**src/rtl/core/emx_pkg.sv**
```systemverilog
// shared constants and types of the multi-tap echo mixer
// no dependencies; used by every module under rtl/core except emx_hist_ram
package emx_pkg;

  localparam int NUM_TAPS      = 4;
  localparam int TAP_REGS      = 4;
  localparam int QUEUE_BLOCKS  = 256;
  localparam int BLOCK_SAMPLES = 128;
  localparam int STORE_DEPTH   = QUEUE_BLOCKS * BLOCK_SAMPLES;

  localparam int SAMPLE_W = 16;
  localparam int DELAY_W  = 9;
  localparam int SHIFT_W  = 4;
  localparam int CFG_W    = DELAY_W;
  localparam int INDEX_W  = 4;

  localparam int ADDR_W = $clog2(STORE_DEPTH);
  localparam int SEEN_W = $clog2(STORE_DEPTH + 1);
  localparam int BS_W   = $clog2(BLOCK_SAMPLES + 1);
  localparam int LAG_W  = DELAY_W + BS_W;
  localparam int CMP_W  = (LAG_W > SEEN_W) ? LAG_W : SEEN_W;
  localparam int TAP_W  = (NUM_TAPS > 1) ? $clog2(NUM_TAPS) : 1;
  localparam int TSEL_W = $clog2(TAP_REGS);

  // register indexes on the configuration port
  localparam logic [INDEX_W-1:0] REG_DELAY_BASE = INDEX_W'(0);
  localparam logic [INDEX_W-1:0] REG_SHIFT_BASE = INDEX_W'(TAP_REGS);
  localparam logic [INDEX_W-1:0] REG_END        = INDEX_W'(2 * TAP_REGS);

  localparam logic signed [SAMPLE_W-1:0] SAMPLE_MAX = 16'sh7fff;
  localparam logic signed [SAMPLE_W-1:0] SAMPLE_MIN = 16'sh8000;

  typedef logic [TAP_REGS-1:0][DELAY_W-1:0] delay_arr_t;
  typedef logic [TAP_REGS-1:0][SHIFT_W-1:0] shift_arr_t;

  // one tap step handed from the sequencer to the mixer
  typedef struct packed {
    logic                       valid;
    logic                       en;
    logic                       first;
    logic                       last;
    logic [SHIFT_W-1:0]         shift;
    logic signed [SAMPLE_W-1:0] sample;
  } tap_req_t;

endpackage

```
**src/rtl/core/emx_tap_seq.sv**
```systemverilog
// tap sequencer: one history read per tap per sample, the sample write issued with the last read
// depends on emx_pkg
module emx_tap_seq (
  input  logic                            clk,
  input  logic                            rst,
  input  logic                            start,
  input  logic signed [emx_pkg::SAMPLE_W-1:0] sample,
  input  emx_pkg::delay_arr_t             delays,
  input  emx_pkg::shift_arr_t             shifts,
  output logic                            can_take,
  output logic [emx_pkg::ADDR_W-1:0]      raddr,
  output logic                            we,
  output logic [emx_pkg::ADDR_W-1:0]      waddr,
  output logic [emx_pkg::SAMPLE_W-1:0]    wdata,
  output emx_pkg::tap_req_t               req
);

  localparam logic [emx_pkg::TAP_W-1:0] LAST_TAP = emx_pkg::TAP_W'(emx_pkg::NUM_TAPS - 1);

  logic                              busy;
  logic [emx_pkg::TAP_W-1:0]         tap;
  logic signed [emx_pkg::SAMPLE_W-1:0] x;
  logic [emx_pkg::ADDR_W-1:0]        wp;
  logic [emx_pkg::SEEN_W-1:0]        seen;

  logic                              at_last;
  logic [emx_pkg::TSEL_W-1:0]        tsel;
  logic [emx_pkg::DELAY_W-1:0]       d;
  logic [emx_pkg::CMP_W-1:0]         lag;
  logic                              d_ok;
  logic                              hist_ok;
  logic [emx_pkg::SEEN_W:0]          wp_ext;
  logic [emx_pkg::SEEN_W:0]          lag_ext;
  logic [emx_pkg::SEEN_W:0]          pos;

  assign at_last  = busy && (tap == LAST_TAP);
  assign can_take = !busy || (tap == LAST_TAP);

  assign tsel = emx_pkg::TSEL_W'(tap);
  assign d    = delays[tsel];
  assign lag  = emx_pkg::CMP_W'(d) * emx_pkg::CMP_W'(emx_pkg::BLOCK_SAMPLES);
  assign d_ok = (d != '0) && (emx_pkg::CMP_W'(d) <= emx_pkg::CMP_W'(emx_pkg::QUEUE_BLOCKS));
  assign hist_ok = emx_pkg::CMP_W'(seen) >= lag;

  // lag never exceeds the store depth once d_ok holds
  assign wp_ext  = (emx_pkg::SEEN_W + 1)'(wp);
  assign lag_ext = (emx_pkg::SEEN_W + 1)'(lag);
  assign pos = (wp_ext >= lag_ext) ? (wp_ext - lag_ext)
             : (wp_ext + (emx_pkg::SEEN_W + 1)'(emx_pkg::STORE_DEPTH) - lag_ext);
  assign raddr = pos[emx_pkg::ADDR_W-1:0];

  // write on the last read so a full-depth tap still sees the old entry
  assign we    = at_last;
  assign waddr = wp;
  assign wdata = x;

  always_comb begin
    req.valid  = busy;
    req.en     = busy && d_ok && hist_ok;
    req.first  = (tap == '0);
    req.last   = (tap == LAST_TAP);
    req.shift  = shifts[tsel];
    req.sample = x;
  end

  always_ff @(posedge clk) begin
    if (rst) begin
      busy <= 1'b0;
      tap  <= '0;
      wp   <= '0;
      seen <= '0;
    end else begin
      if (start) begin
        busy <= 1'b1;
        tap  <= '0;
      end else if (at_last) begin
        busy <= 1'b0;
        tap  <= '0;
      end else if (busy) begin
        tap <= tap + 1'b1;
      end
      if (at_last) begin
        wp <= (emx_pkg::SEEN_W'(wp) == emx_pkg::SEEN_W'(emx_pkg::STORE_DEPTH - 1))
            ? '0 : wp + 1'b1;
        if (seen < emx_pkg::SEEN_W'(emx_pkg::STORE_DEPTH)) begin
          seen <= seen + 1'b1;
        end
      end
    end
  end

  always_ff @(posedge clk) begin
    if (start) begin
      x <= sample;
    end
  end

endmodule

```
**config.mk**
```make
export PLATFORM = sky130hd
export DESIGN_NAME = emx_tap_seq
export DESIGN_NICKNAME = d
export VERILOG_FILES = /design/src/rtl/core/emx_pkg.sv /design/src/rtl/core/emx_tap_seq.sv
export SDC_FILE = /design/constraint.sdc
export NUM_CORES = 1
export LEC_CHECK = 0
export BUFFER_PORTS_ARGS = -buffer_cell sky130_fd_sc_hd__buf_2
export CORE_MARGIN = 10
export CORE_UTILIZATION = 31
export CTS_BUF_LIST = sky130_fd_sc_hd__clkbuf_4 sky130_fd_sc_hd__clkbuf_8 sky130_fd_sc_hd__clkbuf_16
export DETAILED_ROUTE_END_ITERATION = 6
export GPL_TIMING_DRIVEN = 0
export PLACE_DENSITY = 0.68
export SLEW_MARGIN = 20
export SYNTH_ARGS = -nofsm -noshare
export SYNTH_HDL_FRONTEND = slang
export SYNTH_SLANG_ARGS = --single-unit
export TNS_END_PERCENT = 100
```
**constraint.sdc**
```tcl
create_clock -name clk -period 4.1 [get_ports clk]
set_clock_uncertainty 0.15 [all_clocks]
set_input_delay 0.205 -clock clk [delete_from_list [all_inputs] [get_ports clk]]
set_output_delay 0.205 -clock clk [all_outputs]
set_load 0.005 [all_outputs]
```
==> flow_summary.html, run 1 <==
<table>
<tr><th>Metric</th><th>Value</th></tr>
<tr><th colspan="2">Yosys</th></tr>
<tr><td>Async S/R FF share, synth</td><td>0%</td></tr>
<tr><td>Number of flops mapped to enable cells by yosys</td><td>16</td></tr>
<tr><td>Mapped Nets</td><td>446</td></tr>
<tr><td>Share of the synthesized area in the top cell type</td><td>20.6%</td></tr>
<tr><td>Ys flop type</td><td>dfxtp_1</td></tr>
<tr><td>Library cell with the largest summed area after synthesis</td><td>dfxtp_1</td></tr>
<tr><td>Synthesized netlist cell count</td><td>348</td></tr>
<tr><td>Synth Area per Inst</td><td>about 9.5 sq um</td></tr>
<tr><td>Number of distinct library cell variants in the gate-level netlist after synthesis</td><td>45</td></tr>
<tr><td>Share of synthesized area occupied by flip-flops and latches</td><td>between 30% and 40%</td></tr>
<tr><td>Synth area leaders</td><td>dfxtp_1 21%, edfxtp_1 15%, ha_1 9.8%</td></tr>
<tr><td>Post-Syn Area</td><td>3310 sq um</td></tr>
<tr><td>Number of warnings reported in the yosys synthesis log</td><td>0</td></tr>
<tr><td>Yosys reg bits</td><td>50</td></tr>
<tr><th colspan="2">Placed design</th></tr>
<tr><td>Number of buffers inserted by port buffering</td><td>142</td></tr>
<tr><td>Half-perimeter wire length after placement</td><td>8460 microns</td></tr>
<tr><td>Number of placed instances, taps included</td><td>626</td></tr>
<tr><td>Final Wtd Congestion</td><td>~0.87</td></tr>
<tr><td>Instance area at placement</td><td>4190 sq um</td></tr>
<tr><td>Worst slack, placed</td><td>-0.114 ns</td></tr>
<tr><th colspan="2">Global routing</th></tr>
<tr><td>Global route overflow</td><td>0</td></tr>
<tr><td>Vias in the first global route</td><td>3400</td></tr>
<tr><td>Maximum number of pins on one net before global-route repair</td><td>20</td></tr>
<tr><td>Initial antenna violation count</td><td>1</td></tr>
<tr><td>Total GRT Usage</td><td>13.3%</td></tr>
<tr><td>Wire length of the first global-routing pass</td><td>16300 microns</td></tr>
<tr><th colspan="2">Clocking</th></tr>
<tr><td>Bufs on Longest Clock Path</td><td>2</td></tr>
<tr><td>Clk Latency, worst-skew pair</td><td>roughly 0.31 ns</td></tr>
<tr><td>Clock buffers created by TritonCTS</td><td>5</td></tr>
<tr><td>Clock Tree Root</td><td>clkbuf_8</td></tr>
<tr><td>Count of clock tree sinks</td><td>50</td></tr>
<tr><td>Clock slew seen by the registers of the worst setup and hold paths</td><td>~0.11 ns</td></tr>
<tr><td>CTS tree</td><td>done</td></tr>
<tr><td>Number of H-tree branching levels</td><td>2</td></tr>
<tr><th colspan="2">STA</th></tr>
<tr><td>Fin crit period</td><td>3.86 ns</td></tr>
<tr><td>Relative max-transition margin</td><td>67.8%</td></tr>
<tr><td>Post-route setup TNS</td><td>0 ns</td></tr>
<tr><td>Setup-violating endpoint count in the final report</td><td>0</td></tr>
<tr><td>Max-slew violation total from the final report</td><td>0</td></tr>
<tr><td>Share of the cycle needed by the critical path after routing</td><td>94.1%</td></tr>
<tr><td>Slew @ Worst Pin</td><td>0.483 ns</td></tr>
<tr><td>Timing-limited maximum frequency</td><td>259 MHz</td></tr>
<tr><td>Final number of hold-violating endpoints</td><td>0</td></tr>
<tr><td>Post-route worst setup slack</td><td>0.240 ns</td></tr>
<tr><td>Setup repair after global routing missed its margin</td><td>false</td></tr>
<tr><th colspan="2">Pwr</th></tr>
<tr><td>PwrDens</td><td>237 nW/um^2</td></tr>
<tr><td>Switching component of the power</td><td>294 uW</td></tr>
<tr><td>Internal</td><td>779 uW</td></tr>
<tr><td>Peak supply drop</td><td>0.000175 V</td></tr>
<tr><td>Switching portion of total power</td><td>27.4%</td></tr>
<tr><td>Cell leakage power</td><td>0.00213 uW</td></tr>
<tr><td>Portion of total power attributed to sequential cells</td><td>49.9%</td></tr>
<tr><td>Part of the power in the clock network</td><td>29.1%</td></tr>
<tr><td>Combinational share of power</td><td>21.0%</td></tr>
<tr><th colspan="2">Routing</th></tr>
<tr><td>Post-route antenna net violation count</td><td>0</td></tr>
<tr><td>Routed WL per cell</td><td>15.7 microns</td></tr>
<tr><td>Number of DRC violations after detailed routing</td><td>0</td></tr>
<tr><td>Initial DRC Count</td><td>91</td></tr>
<tr><td>Number of detailed-route iterations in the first pass</td><td>5</td></tr>
<tr><td>Post-detailed-routing wire length</td><td>10300 microns</td></tr>
<tr><td>Via/cell ratio</td><td>4.74</td></tr>
<tr><td>Via count</td><td>about 3100</td></tr>
<tr><th colspan="2">Critical path</th></tr>
<tr><td>Classification of the worst setup path</td><td>flop to output pin</td></tr>
<tr><td>Kind of capture point of the worst setup path</td><td>output pin</td></tr>
<tr><td>Startpoint type of the worst setup path</td><td>flop</td></tr>
<tr><td>Setup slack of the worst register-to-register path</td><td>about 1.9 ns</td></tr>
<tr><td>Data arrival time of the critical path</td><td>around 3.5 ns</td></tr>
<tr><td>Data required time at the worst endpoint</td><td>3.74 ns</td></tr>
<tr><td>Max Fanout on Critical Path</td><td>10</td></tr>
<tr><th colspan="2">Final layout</th></tr>
<tr><td>Combined flip-flop and latch cell area</td><td>1160 sq um</td></tr>
<tr><td>Final standard cell count with taps included and fillers excluded</td><td>655</td></tr>
<tr><td>Final Cell Area</td><td>~4500 sq um</td></tr>
<tr><td>Most used cells in the layout excluding fill and tap cells</td><td>143 x buf_2, 45 x nor2_1, 32 x dfxtp_1, 25 x ha_1, 24 x nand2_1</td></tr>
<tr><td>Combined area of the multi-input logic cells</td><td>1880 sq um</td></tr>
<tr><td># fillers</td><td>between 1000 and 1500</td></tr>
<tr><td>Commonest non-fill, non-tap cell in the layout</td><td>buf_2</td></tr>
<tr><td>Fin util</td><td>43.7%</td></tr>
<tr><td>Relative area change from synthesis to final layout</td><td>36.9%</td></tr>
<tr><td>Layout cell share with drive strength beyond 1</td><td>38.0%</td></tr>
<tr><td>Count of nets after finishing</td><td>615</td></tr>
<tr><th colspan="2">Run status</th></tr>
<tr><td>Status</td><td>finished clean</td></tr>
<tr><th colspan="2">Floorplan</th></tr>
<tr><td>Number of placement rows</td><td>37</td></tr>
<tr><td>Die ar.</td><td>~15000 sq um</td></tr>
<tr><td>Die width</td><td>around 120 microns</td></tr>
<tr><td>Ports placed on the boundary</td><td>143</td></tr>
<tr><td>Starting Density</td><td>31.9%</td></tr>
<tr><td>Die Span Y</td><td>123 microns</td></tr>
<tr><td>Core area</td><td>10400 sq um</td></tr>
<tr><th colspan="2">Flow run</th></tr>
<tr><td>Number of violations of the max-capacitance limit</td><td>0</td></tr>
<tr><th colspan="2">Min path</th></tr>
<tr><td>Class of the worst hold path</td><td>input port to flop</td></tr>
</table>
==> final cells by class <==
| class | instances | area share [%] |
|---|---|---|
| antenna | 1 | 0.0553 |
| sequential | 50 | 25.7 |
| buffer | 32 | 4.98 |
| clock buffer | 5 | 1.52 |
| tap | 136 | 3.76 |
| inverter | 23 | 1.91 |
| timing repair buffer | 162 | 20.0 |
| multi-input combinational | 243 | 41.5 |
| clock inverter | 3 | 0.636 |
==> worst max-delay path, stage by stage (launching register included) <==
cell,delay [ns]
dfxtp_2,0.35
buf_6,0.15
buf_12,0.15
mux4_2,0.53
inv_2,0.10
ha_1,0.22
buf_2,0.16
nand4_1,0.19
nor4bb_4,0.09
o41a_4,0.55
mux2i_4,0.23
a31oi_1,0.21
xnor2_1,0.13
buf_2,0.13
==> timing repair <==
item / in CTS / in global routing
resized for setup: 6 / 10
pin swaps: 0 / 3
setup endpoints to repair: 6 / 4
hold endpoints to repair: 17 / 0
setup buffers: 0 / 3
hold buffers: 17 / 0
==> cell families after synthesis <==
kind of cell	after synthesis	share of synthesized area [%]
muxes	16	10.3
and+or+nand+nor	128	18.7
xor gates and xnor gates	31	8.21
AOI/OAI and AO/OA	41	8.33
DFF	50	35.1
adders and majority gates	27	10.4
buffers and inverters	55	8.86
==> final timing paths <==
path | from | endpoint | cells past startpoint
max | tap[0]$_SDFFE_PP0P_ | raddr[11] | 13
min | start | busy$_SDFFE_PP0P_ | 3
max reg2reg | tap[1]$_SDFFE_PP0P_ | waddr[10]$_SDFFE_PP0P_ | 8
min reg2reg | waddr[1]$_SDFFE_PP0P_ | waddr[1]$_SDFFE_PP0P_ | 2
==> per-layer routing <==
layer / global-route usage [%] / vias up / share of wire (%)
met5: 0 / - / 0.068
met2: 23.5 / 115 / 49
li1: - / 1541 / -
met1: 14.5 / 1431 / 40
met3: 5.15 / 15 / 9.4
met4: 3.78 / 2 / 1.7
==> power by group through the flow <==
stage | Combinational [uW] | Clock, uW | Sequential (uW)
after global placement | 204 | 0 | 546
after floorplan | 106 | 0 | 546
after global routing | 251 | 340 | 537
after detailed placement | 208 | 0 | 546
final | 225 | 312 | 535
after CTS | 224 | 321 | 535
==> stage by stage <==
stage | hold slack (ns) | power, uW
2_1_floorplan | 0.124 | 653
3_3_place_gp | 0.231 | 749
3_5_place_dp | 0.233 | 754
4_1_cts | 0.175 | 1080
5_1_grt | 0.192 | 1130
6_report | 0.175 | 1070
==> cells in the mapped netlist, types with 9 or more instances <==
library cell / n
nand3_1: 15
xnor2_1: 11
a21oi_1: 17
nor2_1: 45
inv_1: 23
nor3_1: 10
edfxtp_1: 16
nand2_1: 24
xor2_1: 20
buf_4: 20
mux4_2: 9
nand4_1: 9
ha_1: 26
dfxtp_1: 34
==> registers in the layout, indices dropped and copies added (netlist names) <==
name   flops
tap        2
busy       1
waddr     15
seen      16
wdata     16
Note: power is estimated with default switching activity, not from simulation.
==> inputs of run 2 (changes only) <==
==> constraint.sdc (replaced) <==
create_clock -name clk -period 3.6 [get_ports clk]
set_clock_uncertainty 0.15 [all_clocks]
set_input_delay 0.18 -clock clk [delete_from_list [all_inputs] [get_ports clk]]
set_output_delay 0.18 -clock clk [all_outputs]
set_load 0.005 [all_outputs]
==> flow_summary.html, run 2 (synthesis gave the netlist of run 1 again) <==
<table>
<tr><th>Metric</th><th>Value</th></tr>
<tr><th colspan="2">STA</th></tr>
<tr><td>Share of the cycle needed by the critical path after routing</td><td>104%</td></tr>
<tr><td>Timing-limited maximum frequency</td><td>around 270 MHz</td></tr>
<tr><td>Setup repair after global routing missed its margin</td><td>true (was false)</td></tr>
<tr><td>Max-slew violation total from the final report</td><td>0 (unchanged)</td></tr>
<tr><td>Slew @ Worst Pin</td><td>0.473 ns (was 0.483 ns)</td></tr>
<tr><td>Final number of hold-violating endpoints</td><td>0 (unchanged)</td></tr>
<tr><td>Fin crit period</td><td>3.73 ns</td></tr>
<tr><td>Post-route worst setup slack</td><td>-0.134 ns (was 0.240 ns)</td></tr>
<tr><td>Post-route worst hold slack</td><td>0.150 ns (was 0.175 ns)</td></tr>
<tr><td>Relative max-transition margin</td><td>68.5% (was 67.8%)</td></tr>
<tr><td>Setup-violating endpoint count in the final report</td><td>4 (was 0)</td></tr>
<tr><th colspan="2">Final layout</th></tr>
<tr><td># fillers</td><td>1023 (was 1035)</td></tr>
<tr><td>Most used cells in the layout excluding fill and tap cells</td><td>142 x buf_2, 44 x nor2_1, 34 x buf_4, 32 x dfxtp_1, 24 x nand2_1 (was 143 x buf_2, 45 x nor2_1, 32 x dfxtp_1, 25 x ha_1, 24 x nand2_1)</td></tr>
<tr><td>Commonest non-fill, non-tap cell in the layout</td><td>buf_2 (unchanged)</td></tr>
<tr><td>Fin util</td><td>45.2% (was 43.7%)</td></tr>
<tr><td>Relative area change from synthesis to final layout</td><td>41.9% (was 36.9%)</td></tr>
<tr><td>Layout cell share with drive strength beyond 1</td><td>41.7% (was 38.0%)</td></tr>
<tr><td>Final Cell Area</td><td>4690 sq um (was 4530 sq um)</td></tr>
<tr><td>Count of nets after finishing</td><td>625 (was 615)</td></tr>
<tr><th colspan="2">Pwr</th></tr>
<tr><td>Switching component of the power</td><td>342 uW (was 294 uW)</td></tr>
<tr><td>Portion of total power attributed to sequential cells</td><td>49.1% (was 49.9%)</td></tr>
<tr><td>Part of the power in the clock network</td><td>28.6% (was 29.1%)</td></tr>
<tr><td>Cell leakage power</td><td>0.00219 uW (was 0.00213 uW)</td></tr>
<tr><td>PwrDens</td><td>265 nW/um^2 (was 237 nW/um^2)</td></tr>
<tr><td>Combinational share of power</td><td>22.4% (was 21.0%)</td></tr>
<tr><td>Switching portion of total power</td><td>27.5% (was 27.4%)</td></tr>
<tr><td>Peak supply drop</td><td>0.000201 V (was 0.000175 V)</td></tr>
<tr><td>Internal</td><td>900 uW (was 779 uW)</td></tr>
<tr><th colspan="2">Critical path</th></tr>
<tr><td>Family with the most delay on the worst path</td><td>multiplexers (unchanged)</td></tr>
<tr><td>Data arrival time of the critical path</td><td>3.40 ns (was 3.50 ns)</td></tr>
<tr><td>Series of cell instances along the critical path</td><td>buf_8 &gt; buf_12 &gt; buf_12 &gt; mux4_2 &gt; inv_4 &gt; ha_4 &gt; nand4_1 &gt; buf_4 &gt; nor2_2 &gt; o41a_4 &gt; mux2i_4 &gt; a31oi_1 &gt; xnor2_1 &gt; buf_2 (was buf_6 &gt; buf_12 &gt; mux4_2 &gt; inv_2 &gt; ha_1 &gt; buf_2 &gt; nand4_1 &gt; nor4bb_4 &gt; o41a_4 &gt; mux2i_4 &gt; a31oi_1 &gt; xnor2_1 &gt; buf_2)</td></tr>
<tr><td>Startpoint type of the worst setup path</td><td>flop (unchanged)</td></tr>
<tr><td>Worst path buffer plus inverter count</td><td>6 (was 5)</td></tr>
<tr><td>CP most frequent cell</td><td>buf_12 (was buf_2)</td></tr>
<tr><td>Peak per-stage delay on the critical path</td><td>0.57 ns (was 0.55 ns)</td></tr>
<tr><td>Kind of capture point of the worst setup path</td><td>output pin (unchanged)</td></tr>
<tr><td>Data required time at the worst endpoint</td><td>3.27 ns (was 3.74 ns)</td></tr>
<tr><td>Classification of the worst setup path</td><td>flop to output pin (unchanged)</td></tr>
<tr><td>Highest-delay cell along the critical path</td><td>mux4_2 (was o41a_4)</td></tr>
<tr><td>Max Fanout on Critical Path</td><td>7 (was 10)</td></tr>
<tr><th colspan="2">Routing</th></tr>
<tr><td>Number of DRC violations after detailed routing</td><td>0 (unchanged)</td></tr>
<tr><td>Initial DRC Count</td><td>128 (was 91)</td></tr>
<tr><td>Via count</td><td>3170 (was 3104)</td></tr>
<tr><td>Number of detailed-route iterations in the first pass</td><td>4 (was 5)</td></tr>
<tr><td>Post-detailed-routing wire length</td><td>10600 microns (was 10300 microns)</td></tr>
<tr><td>Post-route antenna net violation count</td><td>0 (unchanged)</td></tr>
<tr><td>Routed WL per cell</td><td>16.0 microns (was 15.7 microns)</td></tr>
<tr><td>Via/cell ratio</td><td>4.77 (was 4.74)</td></tr>
<tr><th colspan="2">Clocking</th></tr>
<tr><td>Clk Latency, worst-skew pair</td><td>0.31 ns (about the same)</td></tr>
<tr><td>Count of clock tree sinks</td><td>50 (unchanged)</td></tr>
<tr><td>Clock buffers created by TritonCTS</td><td>5 (unchanged)</td></tr>
<tr><td>CTS tree</td><td>done (unchanged)</td></tr>
<tr><td>Clock slew seen by the registers of the worst setup and hold paths</td><td>0.11 ns (about the same)</td></tr>
<tr><td>Clock Tree Root</td><td>clkbuf_8 (unchanged)</td></tr>
<tr><td>Number of H-tree branching levels</td><td>2 (unchanged)</td></tr>
<tr><td>Bufs on Longest Clock Path</td><td>2 (unchanged)</td></tr>
<tr><th colspan="2">Placed design</th></tr>
<tr><td>Final Wtd Congestion</td><td>0.873 (unchanged)</td></tr>
<tr><td>Instance area at placement</td><td>4190 sq um (unchanged)</td></tr>
<tr><td>Half-perimeter wire length after placement</td><td>8460 microns (unchanged)</td></tr>
<tr><td>Number of buffers inserted by port buffering</td><td>142 (unchanged)</td></tr>
<tr><th colspan="2">Global routing</th></tr>
<tr><td>Initial antenna violation count</td><td>1 (unchanged)</td></tr>
<tr><td>Wire length of the first global-routing pass</td><td>16600 microns (was 16300 microns)</td></tr>
<tr><td>Vias in the first global route</td><td>3474 (was 3400)</td></tr>
<tr><td>Total GRT Usage</td><td>13.6% (was 13.3%)</td></tr>
<tr><td>Maximum number of pins on one net before global-route repair</td><td>20 (unchanged)</td></tr>
<tr><td>Global route overflow</td><td>0 (unchanged)</td></tr>
<tr><th colspan="2">Floorplan</th></tr>
<tr><td>Starting Density</td><td>31.9% (unchanged)</td></tr>
<tr><td>Die Span Y</td><td>123 microns (unchanged)</td></tr>
<tr><td>Ports placed on the boundary</td><td>143 (unchanged)</td></tr>
<tr><td>Die ar.</td><td>15200 sq um (unchanged)</td></tr>
<tr><td>Core area</td><td>10400 sq um (unchanged)</td></tr>
<tr><td>Die width</td><td>123 microns (unchanged)</td></tr>
<tr><td>Number of placement rows</td><td>37 (unchanged)</td></tr>
<tr><th colspan="2">Run status</th></tr>
<tr><td>Violations in the final reports</td><td>setup timing</td></tr>
<tr><td>Status</td><td>complete, but fails checks (was finished clean)</td></tr>
<tr><th colspan="2">Flow run</th></tr>
<tr><td>Number of violations of the max-capacitance limit</td><td>0 (unchanged)</td></tr>
<tr><th colspan="2">Min path</th></tr>
<tr><td>Class of the worst hold path</td><td>input port to flop (unchanged)</td></tr>
</table>
-- run 2: cell types whose count changed in the layout (fill, tap and decap cells not counted), sizes merged --
cell / delta
buf: +11
clkbuf: -1
-- run 2: power groups by stage --
stage / logic (uW) / clock network, uW / registers (uW)
after floorplan: 121 / 0 / 622
after global placement: 232 / 0 / 621
after detailed placement: 237 / 0 / 621
after CTS: 276 / 365 / 610
after global routing: 305 / 387 / 612
final: 278 / 355 / 609
-- run 2: final cells by class --
| cell class | instances | area, sq um | area share (%) |
|---|---|---|---|
| clock inverters | 3 | 28.8 | 0.613 |
| inverters | 23 | 88.8 | 1.89 |
| clock buffers | 5 | 68.8 | 1.47 |
| repair buffers | 174 | 1010 | 21.4 |
| multi-input cells | 243 | 1940 | 41.4 |
| plain buffers | 30 | 219 | 4.67 |
| diodes | 1 | 2.50 | 0.0533 |
| flip-flops and latches | 50 | 1160 | 24.8 |
| well taps | 136 | 170 | 3.63 |
-- run 2: repair_timing --
action	CTS	global route
endpoints found under the setup margin	7	4
hold buffers	17	0
resized for setup	34	1
buffers inserted	12	3
hold endpoints to repair	19	0
pin swaps	9	1
-- run 2: through the flow --
step                      setup WS [ns]  total power (uW)  std cells  TNS (ns)
after global placement           -0.483               854        626     -1.82
after floorplan                   0.317               743        348         0
final                            -0.134              1240        665    -0.455
after detailed placement         -0.589               859        626     -2.43
after global routing             -0.252              1300        664    -0.954
after CTS                       -0.0984              1250        661    -0.294
-- run 2: worst min-delay path, delay by kind of cell --
kind	cells	cell delay [ns]
AOI/OAI and AO/OA	1	0.06
buffers and inverters	2	0.33
-- run 2: final timing paths --
| check | startpoint | endpoint | slack (ns) | cells after the start |
|---|---|---|---|---|
| max | tap[0]$_SDFFE_PP0P_ | raddr[11] | -0.13 | 14 |
| min reg2reg | waddr[1]$_SDFFE_PP0P_ | waddr[1]$_SDFFE_PP0P_ | 0.38 | 2 |
| min | start | busy$_SDFFE_PP0P_ | 0.15 | 3 |
| max reg2reg | tap[1]$_SDFFE_PP0P_ | waddr[10]$_SDFFE_PP0P_ | 1.36 | 8 |
-- run 2: per-layer routing --
layer	track usage, %	vias up	share of wire, %
li1	-	1560	-
met1	14.6	1470	40
met2	24.4	121	49
met3	5.20	17	9.2
met4	3.78	2	1.9
met5	0	-	0.066
==> inputs of run 3 (changes only) <==
--- a/config.mk
+++ b/config.mk
@@ -9,9 +9,12 @@
 export CORE_MARGIN = 10
 export CORE_UTILIZATION = 31
 export CTS_BUF_LIST = sky130_fd_sc_hd__clkbuf_4 sky130_fd_sc_hd__clkbuf_8 sky130_fd_sc_hd__clkbuf_16
+export CTS_CLUSTER_DIAMETER = 40
 export DETAILED_ROUTE_END_ITERATION = 6
 export GPL_TIMING_DRIVEN = 0
 export PLACE_DENSITY = 0.68
+export RECOVER_POWER = 25
+export SKIP_LAST_GASP = 1
 export SLEW_MARGIN = 20
 export SYNTH_ARGS = -nofsm -noshare
 export SYNTH_HDL_FRONTEND = slang
==> flow_summary.html, run 3 (synthesis gave the netlist of run 1 again) <==
<table>
<tr><th>Metric</th><th>Value</th></tr>
<tr><th colspan="2">Pwr</th></tr>
<tr><td>Combinational share of power</td><td>22.3% (was 22.4%)</td></tr>
<tr><td>PwrDens</td><td>265 nW/um^2 (about the same)</td></tr>
<tr><td>Switching component of the power</td><td>341 uW (was 342 uW)</td></tr>
<tr><td>Cell leakage power</td><td>0.00218 uW (was 0.00219 uW)</td></tr>
<tr><td>Portion of total power attributed to sequential cells</td><td>49.1% (about the same)</td></tr>
<tr><td>Internal</td><td>900 uW (about the same)</td></tr>
<tr><td>Part of the power in the clock network</td><td>28.6% (about the same)</td></tr>
<tr><td>Switching portion of total power</td><td>27.5% (about the same)</td></tr>
<tr><td>Peak supply drop</td><td>0.000201 V (unchanged)</td></tr>
<tr><td>Total power</td><td>1240 uW (about the same)</td></tr>
<tr><th colspan="2">Routing</th></tr>
<tr><td>Number of DRC violations after detailed routing</td><td>0 (unchanged)</td></tr>
<tr><td>Via/cell ratio</td><td>4.77 (unchanged)</td></tr>
<tr><td>Via count</td><td>3170 (unchanged)</td></tr>
<tr><td>Routed WL per cell</td><td>16.0 microns (about the same)</td></tr>
<tr><td>Post-route antenna net violation count</td><td>0 (unchanged)</td></tr>
<tr><td>Initial DRC Count</td><td>128 (unchanged)</td></tr>
<tr><td>Post-detailed-routing wire length</td><td>10600 microns (about the same)</td></tr>
<tr><td>Number of detailed-route iterations in the first pass</td><td>4 (unchanged)</td></tr>
<tr><th colspan="2">Min path</th></tr>
<tr><td>Worst-case hold path end point</td><td>busy$_SDFFE_PP0P_ (unchanged)</td></tr>
<tr><td>Worst hold start</td><td>start (unchanged)</td></tr>
<tr><td>Number of cells on the worst hold path</td><td>3 (unchanged)</td></tr>
<tr><td>Class of the worst hold path</td><td>input port to flop (unchanged)</td></tr>
<tr><th colspan="2">Critical path</th></tr>
<tr><td>Kind of capture point of the worst setup path</td><td>output pin (unchanged)</td></tr>
<tr><td>Critical R2R Launch</td><td>tap[1]$_SDFFE_PP0P_ (unchanged)</td></tr>
<tr><td>Series of cell instances along the critical path</td><td>buf_8 &gt; buf_12 &gt; buf_12 &gt; mux4_2 &gt; inv_4 &gt; ha_4 &gt; nand4_1 &gt; buf_4 &gt; nor2_2 &gt; o41a_4 &gt; mux2i_4 &gt; a31oi_1 &gt; xnor2_1 &gt; buf_2 (unchanged)</td></tr>
<tr><td>Startpoint type of the worst setup path</td><td>flop (unchanged)</td></tr>
<tr><td>Number of cells traversed by the worst register-to-register path</td><td>8 (unchanged)</td></tr>
<tr><td>Worst path buffer plus inverter count</td><td>6 (unchanged)</td></tr>
<tr><td>Data required time at the worst endpoint</td><td>3.27 ns (about the same)</td></tr>
<tr><td>Family with the most delay on the worst path</td><td>multiplexers (unchanged)</td></tr>
<tr><td>Peak per-stage delay on the critical path</td><td>0.57 ns (about the same)</td></tr>
<tr><td>CP most frequent cell</td><td>buf_12 (unchanged)</td></tr>
<tr><td>Classification of the worst setup path</td><td>flop to output pin (unchanged)</td></tr>
<tr><td>Data arrival time of the critical path</td><td>3.40 ns (about the same)</td></tr>
<tr><td>Reg2Reg Capture Point</td><td>waddr[10]$_SDFFE_PP0P_ (unchanged)</td></tr>
<tr><td>Max Fanout on Critical Path</td><td>7 (unchanged)</td></tr>
<tr><td>Highest-delay cell along the critical path</td><td>mux4_2 (unchanged)</td></tr>
<tr><td>Setup slack of the worst register-to-register path</td><td>1.36 ns (about the same)</td></tr>
<tr><th colspan="2">STA</th></tr>
<tr><td>Post-route worst setup slack</td><td>-0.134 ns (unchanged)</td></tr>
<tr><td>Final number of hold-violating endpoints</td><td>0 (unchanged)</td></tr>
<tr><td>Fin crit period</td><td>3.73 ns (unchanged)</td></tr>
<tr><td>Post-route worst hold slack</td><td>0.370 ns (was 0.150 ns)</td></tr>
<tr><td>Setup repair after global routing missed its margin</td><td>true (unchanged)</td></tr>
<tr><td>Timing-limited maximum frequency</td><td>268 MHz (unchanged)</td></tr>
<tr><td>Max-slew violation total from the final report</td><td>0 (unchanged)</td></tr>
<tr><td>Relative max-transition margin</td><td>37.3% (was 68.5%)</td></tr>
<tr><td>Slew @ Worst Pin</td><td>0.941 ns (was 0.473 ns)</td></tr>
<tr><td>Share of the cycle needed by the critical path after routing</td><td>104% (unchanged)</td></tr>
<tr><td>Setup-violating endpoint count in the final report</td><td>4 (unchanged)</td></tr>
<tr><th colspan="2">Run status</th></tr>
<tr><td>Violations in the final reports</td><td>setup timing (unchanged)</td></tr>
<tr><td>Status</td><td>complete, but fails checks (unchanged)</td></tr>
<tr><th colspan="2">Final layout</th></tr>
<tr><td>Relative area change from synthesis to final layout</td><td>41.9% (about the same)</td></tr>
<tr><td>Commonest non-fill, non-tap cell in the layout</td><td>buf_2 (unchanged)</td></tr>
<tr><td>Most used cells in the layout excluding fill and tap cells</td><td>141 x buf_2, 44 x nor2_1, 34 x buf_4, 32 x dfxtp_1, 24 x nand2_1 (was 142 x buf_2, 44 x nor2_1, 34 x buf_4, 32 x dfxtp_1, 24 x nand2_1)</td></tr>
<tr><td>Layout cell share with drive strength beyond 1</td><td>41.5% (was 41.7%)</td></tr>
<tr><td>Fin util</td><td>45.2% (about the same)</td></tr>
<tr><td>Count of nets after finishing</td><td>625 (unchanged)</td></tr>
<tr><th colspan="2">Floorplan</th></tr>
<tr><td>Starting Density</td><td>31.9% (unchanged)</td></tr>
<tr><td>Die width</td><td>123 microns (unchanged)</td></tr>
<tr><td>Die Span Y</td><td>123 microns (unchanged)</td></tr>
<tr><td>Number of placement rows</td><td>37 (unchanged)</td></tr>
<tr><td>Ports placed on the boundary</td><td>143 (unchanged)</td></tr>
<tr><td>Die ar.</td><td>15200 sq um (unchanged)</td></tr>
<tr><td>Core area</td><td>10400 sq um (unchanged)</td></tr>
<tr><th colspan="2">Clocking</th></tr>
<tr><td>Clock Tree Root</td><td>clkbuf_8 (unchanged)</td></tr>
<tr><td>Bufs on Longest Clock Path</td><td>2 (unchanged)</td></tr>
<tr><td>CTS tree</td><td>done (unchanged)</td></tr>
<tr><td>Count of clock tree sinks</td><td>50 (unchanged)</td></tr>
<tr><td>Clock slew seen by the registers of the worst setup and hold paths</td><td>0.11 ns (about the same)</td></tr>
<tr><td>Number of H-tree branching levels</td><td>2 (unchanged)</td></tr>
<tr><td>Clk Latency, worst-skew pair</td><td>0.31 ns (about the same)</td></tr>
<tr><td>Clock buffers created by TritonCTS</td><td>5 (unchanged)</td></tr>
<tr><th colspan="2">Global routing</th></tr>
<tr><td>Vias in the first global route</td><td>3474 (unchanged)</td></tr>
<tr><td>Grt met1 use</td><td>14.6% (unchanged)</td></tr>
<tr><td>Global route overflow</td><td>0 (unchanged)</td></tr>
<tr><td>Most used routing layer</td><td>met2 (unchanged)</td></tr>
<tr><td>Grt met2 use</td><td>24.4% (unchanged)</td></tr>
<tr><td>Total GRT Usage</td><td>13.6% (unchanged)</td></tr>
<tr><td>Initial antenna violation count</td><td>1 (unchanged)</td></tr>
<tr><td>Maximum number of pins on one net before global-route repair</td><td>20 (unchanged)</td></tr>
<tr><td>Fraction of met3 tracks used by global routing</td><td>5.20% (unchanged)</td></tr>
<tr><td>Wire length of the first global-routing pass</td><td>16600 microns (unchanged)</td></tr>
<tr><th colspan="2">Placed design</th></tr>
<tr><td>Worst slack, placed</td><td>-0.589 ns (unchanged)</td></tr>
<tr><td>Final Wtd Congestion</td><td>0.873 (unchanged)</td></tr>
<tr><td>Half-perimeter wire length after placement</td><td>8460 microns (unchanged)</td></tr>
<tr><td>Number of buffers inserted by port buffering</td><td>142 (unchanged)</td></tr>
<tr><th colspan="2">Flow run</th></tr>
<tr><td>Number of violations of the max-capacitance limit</td><td>0 (unchanged)</td></tr>
</table>
==> run 3: per-layer routing <==
layer  wire, microns  part of all wire [%]
met1            4190                    40
met2            5230                    49
met3             978                   9.2
met4             198                   1.9
met5               7                 0.066
==> run 3: per-stage QoR <==
stage                     instance area [sq um]  instances  setup TNS (ns)
after floorplan                            3310        348               0
after global placement                     4190        626           -1.82
after detailed placement                   4190        626           -2.43
after CTS                                  4670        661          -0.294
after global routing                       4690        664          -0.975
final                                      4690        665          -0.455
==> run 3: power groups by stage <==
stage               Combinational (uW)  Sequential, uW  Clock [uW]
floorplan                          121             622           0
global placement                   232             621           0
detailed placement                 237             621           0
CTS                                276             610         365
global route                       305             612         387
finish                             277             610         355
==> run 3: area by class of cell <==
class                           instances  area [sq um]
Inverter                               23          88.8
Clock inverter                          3          28.8
Tap cell                              136           170
Buffer                                 30           219
Fill cell                            1024          5680
Antenna cell                            1          2.50
Multi-Input combinational cell        243          1940
Sequential cell                        50          1160
Timing Repair Buffer                  174          1000
Clock buffer                            5          68.8
==> run 3: worst max path at each step <==
stage	from	to	slack [ns]	cells past startpoint
6_report	tap[0]$_SDFFE_PP0P_	raddr[11]	-0.13	14
5_1_grt	tap[0]$_SDFFE_PP0P_	raddr[9]	-0.25	13
4_1_cts	tap[0]$_SDFFE_PP0P_	raddr[11]	-0.1	13
3_5_place_dp	tap[1]$_SDFFE_PP0P_	raddr[11]	-0.59	11
3_3_place_gp	tap[1]$_SDFFE_PP0P_	raddr[11]	-0.48	11
2_1_floorplan	tap[0]$_SDFFE_PP0P_	raddr[11]	0.32	12
==> run 3: timing repair <==
item                                    CTS  global route
gates resized for setup                  34             0
hold endpoints to repair                 19             0
buffers inserted                         12             3
endpoints found under the setup margin    7             4
hold buffers                             17             0
pin swaps                                 9             1
==> run 3: tightest hold or removal path, stage by stage <==
cell,delay [ns]
clkbuf_1,0.38
inv_1,0.15
a21oi_1,0.07
